<file path="config.mk">
export PLATFORM = sky130hd
export DESIGN_NAME = video_chip_register_bank
export DESIGN_NICKNAME = d
export VERILOG_FILES = /design/src/rtl/core/vcrb_pkg.sv /design/src/rtl/core/video_chip_register_bank.sv
export SDC_FILE = /design/constraint.sdc
export NUM_CORES = 1
export LEC_CHECK = 0
export ABC_AREA = 1
export BUFFER_PORTS_ARGS = -buffer_cell sky130_fd_sc_hd__buf_2
export CORE_MARGIN = 2
export CORE_UTILIZATION = 55
export DETAILED_ROUTE_END_ITERATION = 12
export GPL_TIMING_DRIVEN = 0
export PLACE_DENSITY = 0.78
export SKIP_LAST_GASP = 1
export SLEW_MARGIN = 20
export SYNTH_ARGS = -nofsm -noshare
export SYNTH_HDL_FRONTEND = slang
export SYNTH_SLANG_ARGS = --single-unit
</file>
<file path="constraint.sdc">
create_clock -name i_clk -period 2.7 [get_ports i_clk]
set_input_delay 0.405 -clock i_clk [delete_from_list [all_inputs] [get_ports i_clk]]
set_output_delay 0.405 -clock i_clk [all_outputs]
set_load 0.02 [all_outputs]
</file>
<file path="src/rtl/core/vcrb_pkg.sv">
// types, register addresses and constants shared by the video chip register bank
`timescale 1ns / 1ps

package vcrb_pkg;

    localparam logic [7:0] LINE_PIXELS      = 8'd160;
    localparam logic [7:0] BLANK_CLOCKS     = 8'd68;
    localparam logic [7:0] POS_BLANK_PLAYER = 8'd2;
    localparam logic [7:0] POS_BLANK_OBJECT = 8'd1;
    localparam logic [7:0] POS_OFS_PLAYER   = 8'd4;
    localparam logic [7:0] POS_OFS_OBJECT   = 8'd3;

    localparam int NUM_OBJECTS = 5;
    localparam int NUM_LATCHES = 15;

    localparam logic [1:0] OP_READ  = 2'd0;
    localparam logic [1:0] OP_WRITE = 2'd1;
    localparam logic [1:0] OP_HIT   = 2'd2;

    // write addresses
    localparam logic [5:0] ADDR_VSYNC  = 6'h00;
    localparam logic [5:0] ADDR_VBLANK = 6'h01;
    localparam logic [5:0] ADDR_WSYNC  = 6'h02;
    localparam logic [5:0] ADDR_RSYNC  = 6'h03;
    localparam logic [5:0] ADDR_NUSIZ0 = 6'h04;
    localparam logic [5:0] ADDR_NUSIZ1 = 6'h05;
    localparam logic [5:0] ADDR_COLUP0 = 6'h06;
    localparam logic [5:0] ADDR_COLUP1 = 6'h07;
    localparam logic [5:0] ADDR_COLUPF = 6'h08;
    localparam logic [5:0] ADDR_COLUBK = 6'h09;
    localparam logic [5:0] ADDR_CTRLPF = 6'h0a;
    localparam logic [5:0] ADDR_REFP0  = 6'h0b;
    localparam logic [5:0] ADDR_REFP1  = 6'h0c;
    localparam logic [5:0] ADDR_PF0    = 6'h0d;
    localparam logic [5:0] ADDR_PF1    = 6'h0e;
    localparam logic [5:0] ADDR_PF2    = 6'h0f;
    localparam logic [5:0] ADDR_RESP0  = 6'h10;
    localparam logic [5:0] ADDR_RESP1  = 6'h11;
    localparam logic [5:0] ADDR_RESM0  = 6'h12;
    localparam logic [5:0] ADDR_RESM1  = 6'h13;
    localparam logic [5:0] ADDR_RESBL  = 6'h14;
    localparam logic [5:0] ADDR_AUDC0  = 6'h15;
    localparam logic [5:0] ADDR_AUDC1  = 6'h16;
    localparam logic [5:0] ADDR_AUDF0  = 6'h17;
    localparam logic [5:0] ADDR_AUDF1  = 6'h18;
    localparam logic [5:0] ADDR_AUDV0  = 6'h19;
    localparam logic [5:0] ADDR_AUDV1  = 6'h1a;
    localparam logic [5:0] ADDR_GRP0   = 6'h1b;
    localparam logic [5:0] ADDR_GRP1   = 6'h1c;
    localparam logic [5:0] ADDR_ENAM0  = 6'h1d;
    localparam logic [5:0] ADDR_ENAM1  = 6'h1e;
    localparam logic [5:0] ADDR_ENABL  = 6'h1f;
    localparam logic [5:0] ADDR_HMP0   = 6'h20;
    localparam logic [5:0] ADDR_HMP1   = 6'h21;
    localparam logic [5:0] ADDR_HMM0   = 6'h22;
    localparam logic [5:0] ADDR_HMM1   = 6'h23;
    localparam logic [5:0] ADDR_HMBL   = 6'h24;
    localparam logic [5:0] ADDR_RESMP0 = 6'h28;
    localparam logic [5:0] ADDR_RESMP1 = 6'h29;
    localparam logic [5:0] ADDR_HMOVE  = 6'h2a;
    localparam logic [5:0] ADDR_HMCLR  = 6'h2b;
    localparam logic [5:0] ADDR_CXCLR  = 6'h2c;

    // read addresses
    localparam logic [3:0] RADDR_LATCH_LAST = 4'h7;
    localparam logic [3:0] RADDR_INPT_LAST  = 4'hd;
    localparam logic [2:0] RADDR_NO_LO      = 3'd6;

    // latch numbers shown in bits 6 and 7 for the collision reads
    localparam logic [3:0] LO_LATCH [8] = '{4'd1, 4'd3, 4'd5, 4'd7,
                                            4'd9, 4'd11, 4'd0, 4'd14};
    localparam logic [3:0] HI_LATCH [8] = '{4'd0, 4'd2, 4'd4, 4'd6,
                                            4'd8, 4'd10, 4'd12, 4'd13};

    typedef struct packed {
        logic [1:0]  op;
        logic [5:0]  addr;
        logic [7:0]  data;
        logic [7:0]  hcount;
        logic [14:0] collision_hits;
        logic [5:0]  controller_lines;
    } t_in_item;

    typedef struct packed {
        logic [7:0] read_data;
        logic       cpu_halt;
        logic       hcount_clear;
        logic       vcount_clear;
        logic [7:0] player0_pos;
        logic [7:0] player1_pos;
        logic [7:0] missile0_pos;
        logic [7:0] missile1_pos;
        logic [7:0] ball_pos;
    } t_out_item;

endpackage

</file>
<file path="src/rtl/core/video_chip_register_bank.sv">
// register bank of the video and sound chip: bus reads, writes and collision updates
//
//   channel | handshake                | payload
//   --------+--------------------------+-------------------------
//   in      | i_in_valid / o_in_ready  | i_in  (t_in_item)
//   out     | o_out_valid / i_out_ready| o_out (t_out_item)
//
// one item per cycle while the output is not stalled; a taken item is held in the input
// register, then decoded and its register update written into the result register
// synchronous active-low reset clears the register file and both valid flags, not the payloads
// a stalled output holds the result; the input register still takes one item if it is empty
`timescale 1ns / 1ps

module video_chip_register_bank (
    input  logic                 i_clk,
    input  logic                 i_rst_n,
    input  logic                 i_in_valid,
    output logic                 o_in_ready,
    input  vcrb_pkg::t_in_item   i_in,
    output logic                 o_out_valid,
    input  logic                 i_out_ready,
    output vcrb_pkg::t_out_item  o_out
);

    localparam int N_OBJ = vcrb_pkg::NUM_OBJECTS;
    localparam int N_CX  = vcrb_pkg::NUM_LATCHES;

    // input stage
    logic                 r_in_vld;
    vcrb_pkg::t_in_item   r_in;
    // result stage
    logic                 r_out_vld;
    vcrb_pkg::t_out_item  r_out;
    vcrb_pkg::t_out_item  n_out;

    logic w_out_free;
    logic w_move;

    // register file
    logic              r_vsync,   n_vsync;
    logic              r_vblank,  n_vblank;
    logic [2:0]        r_nusiz    [2];
    logic [2:0]        n_nusiz    [2];
    logic [1:0]        r_msize    [2];
    logic [1:0]        n_msize    [2];
    logic [6:0]        r_color    [4];
    logic [6:0]        n_color    [4];
    logic [2:0]        r_pfmode,  n_pfmode;
    logic [1:0]        r_blsize,  n_blsize;
    logic              r_refl     [2];
    logic              n_refl     [2];
    logic [19:0]       r_pf,      n_pf;
    logic [3:0]        r_audc     [2];
    logic [3:0]        n_audc     [2];
    logic [4:0]        r_audf     [2];
    logic [4:0]        n_audf     [2];
    logic [3:0]        r_audv     [2];
    logic [3:0]        n_audv     [2];
    logic [7:0]        r_grp      [2];
    logic [7:0]        n_grp      [2];
    logic              r_enable   [3];
    logic              n_enable   [3];
    logic              r_lock     [2];
    logic              n_lock     [2];
    logic [7:0]        r_pos      [N_OBJ];
    logic [7:0]        n_pos      [N_OBJ];
    logic [3:0]        r_motion   [N_OBJ];
    logic [3:0]        n_motion   [N_OBJ];
    logic [N_CX-1:0]   r_cx,      n_cx;

    logic [7:0] w_rd;
    logic [7:0] w_resp_player;
    logic [7:0] w_resp_object;

    function automatic logic [7:0] f_reset_pos(input logic [7:0] hcount,
                                               input logic [7:0] blank_pos,
                                               input logic [7:0] offset);
        logic [7:0] sum;
        begin
            sum = hcount - vcrb_pkg::BLANK_CLOCKS + offset;
            if (hcount < vcrb_pkg::BLANK_CLOCKS) begin
                f_reset_pos = blank_pos;
            end else if (sum >= vcrb_pkg::LINE_PIXELS) begin
                f_reset_pos = sum - vcrb_pkg::LINE_PIXELS;
            end else begin
                f_reset_pos = sum;
            end
        end
    endfunction

    assign w_out_free  = !r_out_vld || i_out_ready;
    assign w_move      = r_in_vld && w_out_free;
    assign o_in_ready  = !r_in_vld || w_out_free;
    assign o_out_valid = r_out_vld;
    assign o_out       = r_out;

    assign w_resp_player = f_reset_pos(r_in.hcount, vcrb_pkg::POS_BLANK_PLAYER,
                                       vcrb_pkg::POS_OFS_PLAYER);
    assign w_resp_object = f_reset_pos(r_in.hcount, vcrb_pkg::POS_BLANK_OBJECT,
                                       vcrb_pkg::POS_OFS_OBJECT);

    // read path
    always_comb begin
        logic [3:0] ra;
        ra   = r_in.addr[3:0];
        w_rd = r_in.data;
        if (ra <= vcrb_pkg::RADDR_LATCH_LAST) begin
            if (ra[2:0] != vcrb_pkg::RADDR_NO_LO) begin
                w_rd[6] = r_cx[vcrb_pkg::LO_LATCH[ra[2:0]]];
            end
            w_rd[7] = r_cx[vcrb_pkg::HI_LATCH[ra[2:0]]];
        end else if (ra <= vcrb_pkg::RADDR_INPT_LAST) begin
            w_rd[7] = r_in.controller_lines[ra[2:0]];
        end
    end

    // register update
    always_comb begin
        n_vsync  = r_vsync;
        n_vblank = r_vblank;
        n_nusiz  = r_nusiz;
        n_msize  = r_msize;
        n_color  = r_color;
        n_pfmode = r_pfmode;
        n_blsize = r_blsize;
        n_refl   = r_refl;
        n_pf     = r_pf;
        n_audc   = r_audc;
        n_audf   = r_audf;
        n_audv   = r_audv;
        n_grp    = r_grp;
        n_enable = r_enable;
        n_lock   = r_lock;
        n_pos    = r_pos;
        n_motion = r_motion;
        n_cx     = r_cx;

        n_out              = '0;
        n_out.read_data    = r_in.data;

        unique case (r_in.op)
            vcrb_pkg::OP_READ: begin
                n_out.read_data = w_rd;
            end
            vcrb_pkg::OP_HIT: begin
                n_cx = r_cx | r_in.collision_hits;
            end
            vcrb_pkg::OP_WRITE: begin
                unique case (r_in.addr)
                    vcrb_pkg::ADDR_VSYNC: begin
                        n_out.vcount_clear = r_vsync && !r_in.data[1];
                        n_vsync            = r_in.data[1];
                    end
                    vcrb_pkg::ADDR_VBLANK: n_vblank = r_in.data[1];
                    vcrb_pkg::ADDR_WSYNC:  n_out.cpu_halt = 1'b1;
                    vcrb_pkg::ADDR_RSYNC:  n_out.hcount_clear = 1'b1;
                    vcrb_pkg::ADDR_NUSIZ0, vcrb_pkg::ADDR_NUSIZ1: begin
                        n_nusiz[1'(r_in.addr - vcrb_pkg::ADDR_NUSIZ0)] = r_in.data[2:0];
                        n_msize[1'(r_in.addr - vcrb_pkg::ADDR_NUSIZ0)] = r_in.data[5:4];
                    end
                    vcrb_pkg::ADDR_COLUP0, vcrb_pkg::ADDR_COLUP1,
                    vcrb_pkg::ADDR_COLUPF, vcrb_pkg::ADDR_COLUBK: begin
                        n_color[2'(r_in.addr - vcrb_pkg::ADDR_COLUP0)] = r_in.data[7:1];
                    end
                    vcrb_pkg::ADDR_CTRLPF: begin
                        n_pfmode = r_in.data[2:0];
                        n_blsize = r_in.data[5:4];
                    end
                    vcrb_pkg::ADDR_REFP0, vcrb_pkg::ADDR_REFP1: begin
                        n_refl[1'(r_in.addr - vcrb_pkg::ADDR_REFP0)] = r_in.data[3];
                    end
                    vcrb_pkg::ADDR_PF0: n_pf[3:0]   = r_in.data[7:4];
                    vcrb_pkg::ADDR_PF1: n_pf[11:4]  = r_in.data;
                    vcrb_pkg::ADDR_PF2: n_pf[19:12] = r_in.data;
                    vcrb_pkg::ADDR_RESP0, vcrb_pkg::ADDR_RESP1: begin
                        n_pos[3'(r_in.addr - vcrb_pkg::ADDR_RESP0)] = w_resp_player;
                    end
                    vcrb_pkg::ADDR_RESM0, vcrb_pkg::ADDR_RESM1,
                    vcrb_pkg::ADDR_RESBL: begin
                        n_pos[3'(r_in.addr - vcrb_pkg::ADDR_RESP0)] = w_resp_object;
                    end
                    vcrb_pkg::ADDR_AUDC0, vcrb_pkg::ADDR_AUDC1: begin
                        n_audc[1'(r_in.addr - vcrb_pkg::ADDR_AUDC0)] = r_in.data[3:0];
                    end
                    vcrb_pkg::ADDR_AUDF0, vcrb_pkg::ADDR_AUDF1: begin
                        n_audf[1'(r_in.addr - vcrb_pkg::ADDR_AUDF0)] = r_in.data[4:0];
                    end
                    vcrb_pkg::ADDR_AUDV0, vcrb_pkg::ADDR_AUDV1: begin
                        n_audv[1'(r_in.addr - vcrb_pkg::ADDR_AUDV0)] = r_in.data[3:0];
                    end
                    vcrb_pkg::ADDR_GRP0, vcrb_pkg::ADDR_GRP1: begin
                        n_grp[1'(r_in.addr - vcrb_pkg::ADDR_GRP0)] = r_in.data;
                    end
                    vcrb_pkg::ADDR_ENAM0, vcrb_pkg::ADDR_ENAM1,
                    vcrb_pkg::ADDR_ENABL: begin
                        n_enable[2'(r_in.addr - vcrb_pkg::ADDR_ENAM0)] = r_in.data[1];
                    end
                    vcrb_pkg::ADDR_HMP0, vcrb_pkg::ADDR_HMP1, vcrb_pkg::ADDR_HMM0,
                    vcrb_pkg::ADDR_HMM1, vcrb_pkg::ADDR_HMBL: begin
                        n_motion[3'(r_in.addr - vcrb_pkg::ADDR_HMP0)] = r_in.data[7:4];
                    end
                    vcrb_pkg::ADDR_RESMP0, vcrb_pkg::ADDR_RESMP1: begin
                        n_lock[1'(r_in.addr - vcrb_pkg::ADDR_RESMP0)] = r_in.data[1];
                    end
                    vcrb_pkg::ADDR_HMOVE: begin
                        // subtract motion, wrapping round the visible line
                        for (int i = 0; i < N_OBJ; i++) begin
                            if (r_pos[i] >= {4'd0, r_motion[i]}) begin
                                n_pos[i] = r_pos[i] - {4'd0, r_motion[i]};
                            end else begin
                                n_pos[i] = r_pos[i] + vcrb_pkg::LINE_PIXELS
                                           - {4'd0, r_motion[i]};
                            end
                        end
                    end
                    vcrb_pkg::ADDR_HMCLR: begin
                        for (int i = 0; i < N_OBJ; i++) begin
                            n_motion[i] = '0;
                        end
                    end
                    vcrb_pkg::ADDR_CXCLR: n_cx = '0;
                    default: ;
                endcase
            end
            default: ;
        endcase

        n_out.player0_pos  = n_pos[0];
        n_out.player1_pos  = n_pos[1];
        n_out.missile0_pos = n_pos[2];
        n_out.missile1_pos = n_pos[3];
        n_out.ball_pos     = n_pos[4];
    end

    always_ff @(posedge i_clk) begin
        if (!i_rst_n) begin
            r_in_vld  <= 1'b0;
            r_out_vld <= 1'b0;
            r_vsync   <= 1'b0;
            r_vblank  <= 1'b0;
            r_nusiz   <= '{default: '0};
            r_msize   <= '{default: '0};
            r_color   <= '{default: '0};
            r_pfmode  <= '0;
            r_blsize  <= '0;
            r_refl    <= '{default: '0};
            r_pf      <= '0;
            r_audc    <= '{default: '0};
            r_audf    <= '{default: '0};
            r_audv    <= '{default: '0};
            r_grp     <= '{default: '0};
            r_enable  <= '{default: '0};
            r_lock    <= '{default: '0};
            r_pos     <= '{default: '0};
            r_motion  <= '{default: '0};
            r_cx      <= '0;
        end else begin
            if (o_in_ready) begin
                r_in_vld <= i_in_valid;
            end
            if (w_move) begin
                r_out_vld <= 1'b1;
            end else if (i_out_ready) begin
                r_out_vld <= 1'b0;
            end
            if (w_move) begin
                r_vsync  <= n_vsync;
                r_vblank <= n_vblank;
                r_nusiz  <= n_nusiz;
                r_msize  <= n_msize;
                r_color  <= n_color;
                r_pfmode <= n_pfmode;
                r_blsize <= n_blsize;
                r_refl   <= n_refl;
                r_pf     <= n_pf;
                r_audc   <= n_audc;
                r_audf   <= n_audf;
                r_audv   <= n_audv;
                r_grp    <= n_grp;
                r_enable <= n_enable;
                r_lock   <= n_lock;
                r_pos    <= n_pos;
                r_motion <= n_motion;
                r_cx     <= n_cx;
            end
        end
    end

    // payload registers
    always_ff @(posedge i_clk) begin
        if (o_in_ready && i_in_valid) begin
            r_in <= i_in;
        end
        if (w_move) begin
            r_out <= n_out;
        end
    end

`ifndef SYNTHESIS
    // held item in the input register is not overwritten while stalled
    a_in_hold: assert property (@(posedge i_clk) disable iff (!i_rst_n)
        r_in_vld && !w_move |=> r_in_vld && $stable(r_in))
        else $error("input item lost while stalled");

    // at most one strobe per item
    a_strobe_excl: assert property (@(posedge i_clk) disable iff (!i_rst_n)
        r_out_vld |-> $onehot0({r_out.cpu_halt, r_out.hcount_clear, r_out.vcount_clear}))
        else $error("more than one strobe on one item");

    // positions stay on the visible line
    a_pos_range: assert property (@(posedge i_clk) disable iff (!i_rst_n)
        r_out_vld |-> (r_out.player0_pos < vcrb_pkg::LINE_PIXELS) &&
                      (r_out.player1_pos < vcrb_pkg::LINE_PIXELS) &&
                      (r_out.missile0_pos < vcrb_pkg::LINE_PIXELS) &&
                      (r_out.missile1_pos < vcrb_pkg::LINE_PIXELS) &&
                      (r_out.ball_pos < vcrb_pkg::LINE_PIXELS))
        else $error("object position out of range");

    // a collision update only sets latches
    a_cx_grow: assert property (@(posedge i_clk) disable iff (!i_rst_n)
        w_move && (r_in.op == vcrb_pkg::OP_HIT) |=> ((r_cx & $past(r_cx)) == $past(r_cx)))
        else $error("collision latch cleared by an update");

    // vertical clear only follows a set vsync flag
    a_vclr_src: assert property (@(posedge i_clk) disable iff (!i_rst_n)
        w_move && n_out.vcount_clear |-> r_vsync && !n_vsync)
        else $error("vertical clear without vsync fall");
`endif

endmodule
</file>
==> results.txt <==
Status: completed
Hold path depth: 1
Clock Tree Root: clkbuf_16
Tot GR Track Use: 0.2893
Synth Cell Area: 10910 sq um
Finished Cell Area: 12880 sq um
Synthesized area per cell: 7.920 sq um
CTS Buf Count: 17
Mapped Cells: 1377
Nets: 1657
Area Growth Syn to Fin: 18.12%
DRT Pass-1 Iters: 6
Port Buffers: 101
Layout cells sized above 1: 0.1895
Seq/Total Area, Yosys: 0.4075
NetSw: 0.002321 W
Routed wire per std cell: 16.74 um
First-pass GRT wire length: 46030 um
Crit path kind: register to register
Worst Tran Pin Value: 0.8493 ns
Synth Net Count: 1517
EDFF count, synth: 96
Leakage: 5.966 nW
Crit path time final: 2.623 ns
Worst VDD drop: 0.4773 mV
Critical path endpoint category: register
Core Box Area: 19460 sq um
Final setup margin: 0.07717 ns
CTS tree: built
Switching Fraction: 0.3287
Startpoint types: register
Final core utilization: 0.6618
Total clock sinks: 174
DP Worst Slack: -0.3011 ns
Clock Power Share: 0.367
Synth cell types: 54
Filler Cell Count: 1573
Reg2reg path depth: 15
Area post-placement: 11790 sq um
Gpl congestion: 0.9566
Final Cycle Share: 0.9714
Register area: 4451 sq um
GR Util met2: 0.4670
Pwr/cell area: 548.2 nW/um^2
Worst relative slew slack: 0.4338
Seq cells post-synth: 174
Initial antenna violation count: 0
Clock Skews: 0.01265 ns
Diodes inserted: 0
Met1 Use GR: 0.3938
Total power: 0.007061 W
Finished Layout Cells: 1795
Hold Crit Class: primary input to register
Max Freq: 381.3 MHz
Die ar.: 20970 sq um
Ys Warns: 0
Worst-path clk slew: 0.08 ns
Clk_lat worst skew: 0.45 ns
Die width: 144.8 um
Share of power burned in registers: 0.427
Gate power share: 0.207
Vias in the first global route: 8931
Main synth FF type: edfxtp_1
GRT met3 Usage: 0.04738
CP Max Fanout: 8
Die H: 144.8 um
CTS Buffer Depth: 2
Pint: 0.004740 W
Hold Violations, Final: 0
Initial Util: 0.5603
DRC: 0
Largest net degree at the start of global routing: 38
Row count: 51
Arr. time, crit path: 3.01 ns
Post-DP HPWL: 21220 um
Post-route ant nets: 0
Vias per cell: 5.513
Io pins: 102
H-tree depth: 4
Multi-input logic area: 5727 sq um
Global route hottest layer: met2
Total Routed Length: 30060 um
Total vias in the final route: 9895
Asr flop ratio synth: 0
# setup viols final: 0
Cell count after placement: 1745
Max Cap Viol: 0
Worst EP required: 3.09 ns
RSZ-0062 raised after global routing: yes
GR Overflow Total: 0
Pins Over Slew Limit: 0
DR iter-0 viols: 1111
## metal layers
metal | share of wire | wire length (um)
met1 | 0.42 | 12500
met2 | 0.46 | 13850
met3 | 0.092 | 2756
met4 | 0.032 | 950
met5 | 0 | 0
## cells in the mapped netlist, types with 4 or more instances
cell type,n,area [sq um]
ha_1,71,888.4
nand2_2,9,56.30
nand3_1,95,475.5
nor2_2,7,43.79
fa_1,20,400.4
xor2_1,14,122.6
edfxtp_1,96,2883
o21bai_1,4,30.03
buf_4,4,30.03
clkbuf_1,17,63.81
dfxtp_1,78,1562
a21oi_1,114,570.6
o211ai_1,8,60.06
nor2_1,73,274.0
o22ai_1,4,25.02
o21ai_0,65,325.3
buf_2,4,20.02
nor2_8,5,100.1
nand4_1,14,87.58
o311ai_0,4,35.03
o21ai_1,39,195.2
a31oi_1,5,31.28
nor3_1,6,30.03
o221ai_1,5,43.79
inv_2,18,67.56
inv_1,211,792.0
nand2_1,339,1272
## power groups by stage
stage               logic, W  clock network (W)  registers, W
floorplan           0.000879                  0       0.00311
global placement     0.00124                  0       0.00307
detailed placement   0.00128                  0       0.00307
CTS                  0.00130            0.00261       0.00301
global route         0.00162            0.00271       0.00303
finish               0.00146            0.00259       0.00301
## kinds of logic after synthesis
group,share of synthesized area
fa+ha+maj,0.1182
buf+inv,0.09534
simple gates,0.2245
flops,0.4075
xor+xnor,0.01365
compound gates,0.1408
## stage by stage
step,setup TNS (ns),hold WS [ns]
floorplan,0,0.4003
global placement,-1.792,0.4005
detailed placement,-1.065,0.4072
CTS,-0.07351,0.1179
global route,-0.6860,0.1167
finish,0,0.1249
## critical path, cell delays in order, from the launching register on
cell and delay [ns]:
edfxtp_1 0.44, inv_2 0.10, ha_4 0.18, nand2_1 0.06
nand2_1 0.06, nand2_1 0.24, inv_2 0.14, nor3_1 0.21
o21ai_0 0.21, o21ai_4 0.17, inv_1 0.21, o21ai_1 0.16
nand2_1 0.07, o21ai_1 0.14, o21ai_0 0.10, inv_1 0.07
## area by class of cell
type | instances | area share
timing repair buffer | 120 | 0.05284
inverter | 235 | 0.06945
timing repair inverter | 1 | 0.0005828
multi-input combinational | 939 | 0.4446
buffer | 29 | 0.01204
clock buffer | 17 | 0.03303
tap | 265 | 0.02574
clock inverter | 15 | 0.01622
sequential | 174 | 0.3455
## path summary, 6_finish.rpt
check / startpoint / to / slack (ns)
worst max-delay path: r_in[23] / r_pos[4] / 0.08
worst min-delay path: i_in[30] / r_in[30] / 0.12
worst max register to register: r_in[23] / r_pos[4] / 0.08
worst min register to register: r_in[32] / o_out[46] / 0.42
## sequential cells by signal, summed over array words and instances, names as in the netlist
| signal | count |
|---|---|
| r_in_vld | 1 |
| r_in | 45 |
| r_cx | 15 |
| r_motion | 20 |
| r_vsync | 1 |
| o_out | 51 |
| o_out_valid | 1 |
| r_pos | 40 |
## layout by cell type (no fill, tap or decap), types with 15 or more instances in the layout
cell	instances
nand2_1	327
inv_1	198
a21oi_1	114
buf_2	105
edfxtp_1	96
nand3_1	92
dfxtp_1	73
nor2_1	67
ha_1	57
o21ai_0	54
o21ai_1	44
inv_2	30
buf_4	21
nand2_2	19
clkbuf_16	17
clkbuf_1	16
fa_1	15
## what timing repair did
item,CTS,global route
resized for setup,12,85
hold buffers,0,0
cloned,0,1
endpoints found under the setup margin,18,61
buffers inserted,0,17
pin swaps,0,14
Power figures use the tool's default switching activity.
